[src/sv/rtpadts_pkg.sv]
// Shared types, constants and the ADTS header builder for the RTP AAC to ADTS framer.
// No dependencies; used by rtpadts_ctrl, rtpadts_dp and rtp_aac_to_adts_framer.
package rtpadts_pkg;

  // Most access units stored and framed per packet
  localparam int MaxUnits = 15;
  localparam logic [3:0] MaxUnitsC = 4'(MaxUnits);

  localparam int SizeW = 13;
  localparam int PosW  = 16;

  // Reset value of the AudioSpecificConfig register
  localparam logic [15:0] AscReset = 16'h1210;

  // Configuration register index
  localparam logic RegAsc = 1'b0;

  // Controller states
  typedef enum logic [1:0] {
    ST_IDLE,
    ST_PAY,
    ST_FRAME
  } state_t;

  // What an accepted byte does
  typedef enum logic [1:0] {
    ACT_NONE,
    ACT_PAY,
    ACT_FRAME
  } act_t;

  // Controller to datapath commands
  typedef struct packed {
    logic take;      // input item accepted this cycle
    logic emit_pay;  // load a payload result
    logic pay_held;  // payload byte comes from the hold register
    logic emit_hdr;  // load the header result of the unit under the cursor
  } cmd_t;

  // Datapath to controller status
  typedef struct packed {
    act_t act;          // action of the byte on the input
    logic can_load;     // output register free or draining
    logic pay_to_frame; // this payload byte ends its unit and more units follow
    logic hdr_last;     // current header closes the run
  } sts_t;

  // Build the 7-byte ADTS header for one access unit
  function automatic logic [55:0] adts_word(input logic [15:0] asc, input logic [SizeW-1:0] size);
    logic [7:0] a0;
    logic [7:0] a1;
    logic [12:0] fl;
    logic [1:0] prof;
    logic [7:0] b2;
    logic [7:0] b3;
    logic [7:0] b4;
    logic [7:0] b5;
    a0 = asc[15:8];
    a1 = asc[7:0];
    fl = size + 13'd7;
    prof = a0[4:3] - 2'd1;
    b2 = {prof, a0[2:0], a1[7], 1'b0, a1[5]};
    b3 = {a1[4:3], 4'b0000, fl[12:11]};
    b4 = fl[10:3];
    b5 = {fl[2:0], 5'h1F};
    return {8'hFF, 8'hF1, b2, b3, b4, b5, 8'hFC};
  endfunction

endpackage

[src/sv/rtpadts_ctrl.sv]
// Sequencer of the RTP AAC to ADTS framer: input handshake and result ordering.
// Depends on rtpadts_pkg; drives rtpadts_dp through cmd_t, watches sts_t.
module rtpadts_ctrl (
  input  logic                clk,
  input  logic                rst_n,
  input  logic                in_tvalid,
  output logic                in_tready,
  input  rtpadts_pkg::sts_t   sts,
  output rtpadts_pkg::cmd_t   cmd
);

  rtpadts_pkg::state_t state_r, state_nxt;

  // State register
  always_ff @(posedge clk) begin
    if (!rst_n) begin
      state_r <= rtpadts_pkg::ST_IDLE;
    end else begin
      state_r <= state_nxt;
    end
  end

  // Next state and commands
  always_comb begin
    state_nxt = state_r;
    cmd = '0;
    in_tready = 1'b0;
    unique case (state_r)
      rtpadts_pkg::ST_IDLE: begin
        in_tready = 1'b1;
        if (in_tvalid) begin
          cmd.take = 1'b1;
          unique case (sts.act)
            rtpadts_pkg::ACT_PAY: begin
              if (sts.can_load) begin
                cmd.emit_pay = 1'b1;
                if (sts.pay_to_frame) state_nxt = rtpadts_pkg::ST_FRAME;
              end else begin
                state_nxt = rtpadts_pkg::ST_PAY;
              end
            end
            rtpadts_pkg::ACT_FRAME: state_nxt = rtpadts_pkg::ST_FRAME;
            default: state_nxt = rtpadts_pkg::ST_IDLE;
          endcase
        end
      end
      rtpadts_pkg::ST_PAY: begin
        // wait for the output slot, then send the held byte
        if (sts.can_load) begin
          cmd.emit_pay = 1'b1;
          cmd.pay_held = 1'b1;
          state_nxt = sts.pay_to_frame ? rtpadts_pkg::ST_FRAME : rtpadts_pkg::ST_IDLE;
        end
      end
      rtpadts_pkg::ST_FRAME: begin
        // one header per free output slot
        if (sts.can_load) begin
          cmd.emit_hdr = 1'b1;
          if (sts.hdr_last) state_nxt = rtpadts_pkg::ST_IDLE;
        end
      end
      default: state_nxt = rtpadts_pkg::ST_IDLE;
    endcase
  end

endmodule

[src/sv/rtpadts_dp.sv]
// Datapath of the RTP AAC to ADTS framer: packet position, size table, unit cursor,
// header build and output register. Depends on rtpadts_pkg; driven by rtpadts_ctrl.
module rtpadts_dp (
  input  logic                clk,
  input  logic                rst_n,
  input  rtpadts_pkg::cmd_t   cmd,
  output rtpadts_pkg::sts_t   sts,
  input  logic [7:0]          in_byte,
  input  logic                in_eop,
  input  logic [15:0]         asc_word,
  output logic                out_tvalid,
  input  logic                out_tready,
  output logic [63:0]         out_tdata,
  output logic                out_tuser,
  output logic                out_tlast
);

  logic [rtpadts_pkg::PosW-1:0]  pos_r;
  logic [3:0]                    count_r;
  logic [7:0]                    hh_r;
  logic [rtpadts_pkg::SizeW-1:0] tbl_r [rtpadts_pkg::MaxUnits];
  logic [3:0]                    cur_r, cur_nxt;
  logic [rtpadts_pkg::SizeW-1:0] left_r, left_nxt;
  logic [3:0]                    u_r, u_nxt;
  logic                          eop_r;
  logic [7:0]                    pay_r;

  logic                          out_valid_r;
  logic                          out_hdr_r;
  logic [55:0]                   out_word_r;
  logic [7:0]                    out_byte_r;
  logic                          out_last_r;

  logic [5:0]                    hdr_end;
  logic [5:0]                    p_lo;
  logic [5:0]                    ofs;
  logic [3:0]                    idx;
  logic                          pos_ge14;
  logic                          pos_is13;
  logic                          in_hdr;
  logic                          frame_go;
  logic                          pay_go;
  logic [3:0]                    used;
  logic [4:0]                    cur_inc;
  logic [4:0]                    u_inc;
  logic [rtpadts_pkg::SizeW-1:0] size;
  logic                          eop_eff;
  logic [7:0]                    pay_byte;

  // Decode the byte position
  assign used     = (count_r > rtpadts_pkg::MaxUnitsC) ? rtpadts_pkg::MaxUnitsC : count_r;
  assign hdr_end  = 6'd14 + {1'b0, count_r, 1'b0};
  assign p_lo     = pos_r[5:0];
  assign ofs      = p_lo - 6'd14;
  assign idx      = ofs[4:1];
  assign pos_ge14 = pos_r >= 16'd14;
  assign pos_is13 = pos_r == 16'd13;
  assign in_hdr   = pos_ge14 && (pos_r < {10'd0, hdr_end});
  assign frame_go = in_hdr && pos_r[0] && ((p_lo + 6'd1) == hdr_end);
  assign pay_go   = pos_ge14 && !in_hdr && (cur_r < used) && (left_r != '0);

  assign cur_inc = {1'b0, cur_r} + 5'd1;
  assign u_inc   = {1'b0, u_r} + 5'd1;
  assign size    = tbl_r[u_r];
  assign eop_eff = cmd.take ? in_eop : eop_r;
  assign pay_byte = cmd.pay_held ? pay_r : in_byte;

  // Status to the controller
  always_comb begin
    if (frame_go) begin
      sts.act = rtpadts_pkg::ACT_FRAME;
    end else if (pay_go) begin
      sts.act = rtpadts_pkg::ACT_PAY;
    end else begin
      sts.act = rtpadts_pkg::ACT_NONE;
    end
    sts.can_load     = !out_valid_r || out_tready;
    sts.pay_to_frame = (left_r == 13'd1) && (cur_inc < {1'b0, used});
    sts.hdr_last     = (size != '0) || (u_inc >= {1'b0, used});
  end

  // Unit cursor and byte countdown
  always_comb begin
    cur_nxt  = cur_r;
    left_nxt = left_r;
    u_nxt    = u_r;
    if (cmd.take) begin
      if (pos_is13) begin
        cur_nxt  = '0;
        left_nxt = '0;
      end
      if (sts.act == rtpadts_pkg::ACT_FRAME) u_nxt = '0;
      if (in_eop && sts.act == rtpadts_pkg::ACT_NONE) begin
        cur_nxt  = '0;
        left_nxt = '0;
      end
    end
    if (cmd.emit_pay) begin
      left_nxt = left_r - 13'd1;
      if (left_r == 13'd1) begin
        if (sts.pay_to_frame) begin
          u_nxt = cur_inc[3:0];
        end else begin
          cur_nxt = used;
        end
      end
      if (!sts.pay_to_frame && eop_eff) begin
        cur_nxt  = '0;
        left_nxt = '0;
      end
    end
    if (cmd.emit_hdr) begin
      if (size != '0) begin
        cur_nxt  = u_r;
        left_nxt = size;
      end else if (sts.hdr_last) begin
        cur_nxt  = used;
        left_nxt = '0;
      end else begin
        u_nxt = u_inc[3:0];
      end
      if (sts.hdr_last && eop_r) begin
        cur_nxt  = '0;
        left_nxt = '0;
      end
    end
  end

  // Control state
  always_ff @(posedge clk) begin
    if (!rst_n) begin
      pos_r   <= '0;
      count_r <= '0;
      hh_r    <= '0;
      cur_r   <= '0;
      left_r  <= '0;
      u_r     <= '0;
      eop_r   <= 1'b0;
    end else begin
      cur_r  <= cur_nxt;
      left_r <= left_nxt;
      u_r    <= u_nxt;
      if (cmd.take) begin
        eop_r <= in_eop;
        if (in_eop) begin
          pos_r <= '0;
        end else if (pos_r != 16'hFFFF) begin
          pos_r <= pos_r + 16'd1;
        end
        if (pos_is13) count_r <= in_byte[7:4];
        if (in_hdr && !pos_r[0]) hh_r <= in_byte;
      end
    end
  end

  // Size table and held payload byte
  always_ff @(posedge clk) begin
    if (cmd.take) begin
      pay_r <= in_byte;
      if (in_hdr && pos_r[0] && (idx < rtpadts_pkg::MaxUnitsC)) begin
        tbl_r[idx] <= {hh_r, in_byte[7:3]};
      end
    end
  end

  // Output register
  always_ff @(posedge clk) begin
    if (!rst_n) begin
      out_valid_r <= 1'b0;
    end else if (cmd.emit_pay || cmd.emit_hdr) begin
      out_valid_r <= 1'b1;
    end else if (out_tready) begin
      out_valid_r <= 1'b0;
    end
  end

  always_ff @(posedge clk) begin
    if (cmd.emit_pay) begin
      out_hdr_r  <= 1'b0;
      out_word_r <= '0;
      out_byte_r <= pay_byte;
      out_last_r <= !sts.pay_to_frame;
    end else if (cmd.emit_hdr) begin
      out_hdr_r  <= 1'b1;
      out_word_r <= rtpadts_pkg::adts_word(asc_word, size);
      out_byte_r <= '0;
      out_last_r <= sts.hdr_last;
    end
  end

  assign out_tvalid = out_valid_r;
  assign out_tdata  = {out_byte_r, out_word_r};
  assign out_tuser  = out_hdr_r;
  assign out_tlast  = out_last_r;

endmodule

[src/sv/rtp_aac_to_adts_framer.sv]
// Top level of the RTP AAC (hbr mode) to ADTS framer: config register, controller, datapath.
// Depends on rtpadts_pkg, rtpadts_ctrl and rtpadts_dp.
//
//   channel   direction  tdata                          tuser       tlast
//   in_       slave      [7:0] packet byte              -           end of packet
//   out_      master     [55:0] ADTS header, [63:56]    is header   last result
//                        payload byte                               of the byte
//   cfg_      APB        asc_word at byte address 0
//
// A byte that gives no result or one payload result is taken as soon as the
// framer is idle. A byte that closes a unit or the AU header area then sends the
// ADTS headers it starts (up to 15); the single output register sets the pace of those headers.
// Reset is synchronous and clears all control state; the size table needs none.
// A stalled output holds one result and blocks the next one that needs a slot.
module rtp_aac_to_adts_framer (
  input  logic        clk,
  input  logic        rst_n,
  input  logic        in_tvalid,
  output logic        in_tready,
  input  logic [7:0]  in_tdata,   // [7:0] in_byte
  input  logic        in_tlast,   // end_of_packet
  output logic        out_tvalid,
  input  logic        out_tready,
  output logic [63:0] out_tdata,  // [55:0] header_word, [63:56] payload_byte
  output logic        out_tuser,  // is_header
  output logic        out_tlast,  // last_of_run
  input  logic        cfg_psel,
  input  logic        cfg_penable,
  input  logic        cfg_pwrite,
  input  logic [2:0]  cfg_paddr,
  input  logic [31:0] cfg_pwdata,
  output logic [31:0] cfg_prdata,
  output logic        cfg_pready
);

  rtpadts_pkg::cmd_t cmd;
  rtpadts_pkg::sts_t sts;
  logic [15:0]       asc_r;
  logic              cfg_wr;

  // Configuration register
  assign cfg_pready = 1'b1;
  assign cfg_wr = cfg_psel && cfg_penable && cfg_pwrite && cfg_pready;

  always_ff @(posedge clk) begin
    if (!rst_n) begin
      asc_r <= rtpadts_pkg::AscReset;
    end else if (cfg_wr && cfg_paddr[2] == rtpadts_pkg::RegAsc) begin
      asc_r <= cfg_pwdata[15:0];
    end
  end

  assign cfg_prdata = (cfg_paddr[2] == rtpadts_pkg::RegAsc) ? {16'd0, asc_r} : 32'd0;

  rtpadts_ctrl u_ctrl (
    .clk       (clk),
    .rst_n     (rst_n),
    .in_tvalid (in_tvalid),
    .in_tready (in_tready),
    .sts       (sts),
    .cmd       (cmd)
  );

  rtpadts_dp u_dp (
    .clk        (clk),
    .rst_n      (rst_n),
    .cmd        (cmd),
    .sts        (sts),
    .in_byte    (in_tdata),
    .in_eop     (in_tlast),
    .asc_word   (asc_r),
    .out_tvalid (out_tvalid),
    .out_tready (out_tready),
    .out_tdata  (out_tdata),
    .out_tuser  (out_tuser),
    .out_tlast  (out_tlast)
  );

  // Header results carry the ADTS sync word and trailer, no payload byte
  a_hdr_form: assert property (@(posedge clk) disable iff (!rst_n)
    out_tvalid && out_tuser |->
      out_tdata[55:40] == 16'hFFF1 && out_tdata[7:0] == 8'hFC && out_tdata[63:56] == 8'h00)
    else $error("malformed ADTS header result");

  // Payload results carry no header bits
  a_pay_form: assert property (@(posedge clk) disable iff (!rst_n)
    out_tvalid && !out_tuser |-> out_tdata[55:0] == 56'd0)
    else $error("payload result with header bits set");

  // No item is taken while headers are still being sent
  a_busy: assert property (@(posedge clk) disable iff (!rst_n)
    cmd.emit_hdr |-> !in_tready)
    else $error("input accepted during header run");

  // Output is empty after reset
  a_rst: assert property (@(posedge clk)
    !rst_n |=> !out_tvalid)
    else $error("output valid after reset");

endmodule
[config.mk]
export PLATFORM = sky130hd
export DESIGN_NAME = rtp_aac_to_adts_framer
export DESIGN_NICKNAME = d
export VERILOG_FILES = /design/src/sv/rtpadts_pkg.sv /design/src/sv/rtpadts_ctrl.sv /design/src/sv/rtpadts_dp.sv /design/src/sv/rtp_aac_to_adts_framer.sv
export SDC_FILE = /design/constraint.sdc
export NUM_CORES = 1
export LEC_CHECK = 0
export BUFFER_PORTS_ARGS = -buffer_cell sky130_fd_sc_hd__buf_2
export CORE_ASPECT_RATIO = 2
export CORE_MARGIN = 5
export CORE_UTILIZATION = 63
export CTS_CLUSTER_DIAMETER = 120
export DETAILED_ROUTE_END_ITERATION = 12
export GPL_TIMING_DRIVEN = 0
export MAX_ROUTING_LAYER = met4
export PLACE_DENSITY = 0.86
export SKIP_CTS_REPAIR_TIMING = 1
export SLEW_MARGIN = 20
export SYNTH_ARGS = -nofsm -noshare
export SYNTH_HDL_FRONTEND = slang
export SYNTH_SLANG_ARGS = --single-unit
export TNS_END_PERCENT = 100
[constraint.sdc]
create_clock -name clk -period 7.1 [get_ports clk]
set_input_delay 0 -clock clk [delete_from_list [all_inputs] [get_ports clk]]
set_output_delay 0 -clock clk [all_outputs]
set_load 0.01 [all_outputs]
==> reports/qor.csv <==
metric;value;unit
outcome;finished clean;
synth_flop_cell;edfxtp_1;
max_freq;0.2199;GHz
core;0.02197;mm²
synth-seq-cells;304;
clk_path_buf_depth;3;
cts_inserted_buffers;26;
max_slew_margin;23.74;%
cap_violations;0;
clk_latency;0.56;ns
clockPowerShare;41.6;%
num_antenna_cells;0;
min_path_type;in2reg;
drive_gt1_share;24.39;%
p_per_area;207.7;mW/mm²
root_buffer;clkbuf_16;
drt-total-wl;37.85;mm
tns;0;ns
worstPathRequired;7.28;ns
die_h;220.3;µm
htreeDepth;1;
cp_data_arrival_time;4.73;ns
place_ws;2.708;ns
async_flop_share;0;%
grt_max_degree;27;
seq_area;0.008208;mm²
area_growth;16.80;%
nFillCells;1399;
r2r_cells;12;
num_rows;77;
yosysMostFrequentCell;edfxtp_1;
post-route-drc-count;0;
multi_input_area;0.005124;mm²
grt_pass1_vias;9772;
drt_iter0_markers;868;
via_count;9973;
synth.distinct_cells;87;
gp_congestion;1.020;
cp_max_fo;10;
synth_area;0.01394;mm²
synth_area_per_cell;12.77;µm²
synth_edf_count;212;
startpoint;u_dp.count_r[0];
slew_viol_final;0;
synth_top_area_share;45.68;%
r2r_setup_slack;2.55;ns
critPathKind;reg2reg;
vdd_ir_drop_max;216.4;µV
synth_cells;1091;
ys_seq_area_share;58.90;%
finalCritPeriodShare;64.05;%
postRouteAntennaNets;0;
r2r_end;u_dp.out_byte_r[6];
finalSetupViolCount;0;
min_period;4.548;ns
die_x;115.2;µm
p_seq_share;55.8;%
drt_pass1_iterations;6;
grtUsageTotal;30.24;%
cts_tree;done;
place_hpwl;27.04;mm
rsz0062_at_grt;no;
startpoint_type;flop;
net-switching-power;0.7044;mW
hold_viol;0;
fin_util;74.10;%
leakage;6.132;nW
start_util;63.44;%
synth_commonest_cells;edfxtp_1 (212), nand2_1 (97), dfxtp_1 (92), nor2_1 (80);
numPortBuffers;106;
grt-ovfl-total;0;
synth_warnings;0;
rr_startpoint;u_dp.count_r[0];
crit_end;u_dp.out_byte_r[6];
via_per_inst;6.264;
final_nets;1370;
yosys.area.top_type;edfxtp_1;
finalPower;3.381;mW
synthTopCellsByArea;edfxtp_1 (46%), dfxtp_1 (13%), mux4_2 (5.3%);
io-pin-count;152;
cp-end-kind;flop;
finalClockSkew;0.02562;ns
combPwrFrac;2.6;%
switching_share;20.84;%
p_int;2.677;mW
dieArea;0.02537;mm²
cts.sink_count;304;
grt_first_pass_wirelength;55.63;mm
worst_slack;2.552;ns
clkTransAtPathRegs;0.07;ns
wl_per_cell;23.77;µm
antenna_found_initial;0;
tightest_slew;1.135;ns
==> registers in the layout (all words and copies together), names as in the netlist, 8 cells and up <==
register         flops
asc_r               16
u_dp.out_byte_r      8
u_dp.pos_r          16
u_dp.hh_r            8
u_dp.tbl_r         195
u_dp.pay_r           8
u_dp.left_r         13
u_dp.out_word_r     23
==> worst max-delay path, stage by stage (launching register included) <==
cell      delay, ns
dfxtp_1        0.36
buf_2          0.22
inv_1          0.10
ha_1           0.24
xnor2_1        0.25
ha_1           0.31
a21oi_1        0.15
nand2_1        0.09
a311o_1        0.47
a41o_1         0.36
clkbuf_1       0.29
nor2_1         0.86
inv_1          0.48
==> cell families after synthesis <==
logic type | count (synthesis) | share of synthesized area [%]
simple gates | 334 | 12.15
flops | 304 | 58.90
compound gates | 196 | 9.302
buf+inv | 119 | 5.450
mux | 77 | 9.714
xor+xnor | 36 | 2.370
fa+ha+maj | 23 | 2.065
other cells | 2 | 0.05389
==> power by group through the flow <==
stage,combinational (mW),clock [mW],sequential (mW)
finish,0.0866,1.41,1.89
global route,0.0926,1.50,1.89
CTS,0.0713,1.42,1.89
detailed placement,0.0711,0,1.93
global placement,0.0693,0,1.93
floorplan,0.0394,0,1.93
==> cell usage in the layout, fill, tap and decap left out, types with 27 or more instances in the layout <==
cell	Yosys	final
o21ai_0	44	44
dlygate4sd3_1	0	29
a21oi_1	52	52
nor2_1	80	70
edfxtp_1	212	212
buf_2	15	121
conb_1	2	27
mux4_2	33	33
buf_4	52	59
nand2_1	97	97
dfxtp_1	92	92
nand3_1	27	27
==> area by class of cell <==
class,count,area share [%]
sequential,304,50.43
buffer,97,4.159
multi-input combinational,693,31.48
tap,276,2.122
timing repair buffer,152,6.173
clock buffer,30,4.089
inverter,22,0.5073
clock inverter,18,1.045
==> routing by layer <==
layer	up-vias	track usage [%]	share of wire, %
met2	577	54.54	54
li1	4414	-	-
met5	-	-	0
met4	0	19.35	7.9
met1	4786	29.89	31
met3	196	3.941	6.7
==> worst min path at each step <==
stage,startpoint,endpoint,slack (ns),cells after the start
after floorplan,cfg_paddr[2],cfg_prdata[0],0.05,1
after global placement,cfg_pwdata[4],asc_r[4],0.21,3
after detailed placement,cfg_pwdata[4],asc_r[4],0.22,3
after CTS,cfg_pwdata[4],asc_r[4],-0.35,3
after global routing,cfg_pwrite,asc_r[3],0.06,4
final,cfg_pwrite,asc_r[14],0.03,4
==> through the flow <==
stage | std cells | hold slack, ns | cell area (µm²)
2_1_floorplan | 1116 | 0.04641 | 14030
3_3_place_gp | 1498 | 0.2108 | 14910
3_5_place_dp | 1515 | 0.2168 | 15140
4_1_cts | 1563 | -0.3524 | 15980
5_1_grt | 1592 | 0.06039 | 16280
6_report | 1592 | 0.02790 | 16280
(Power assumes the default switching activity.)
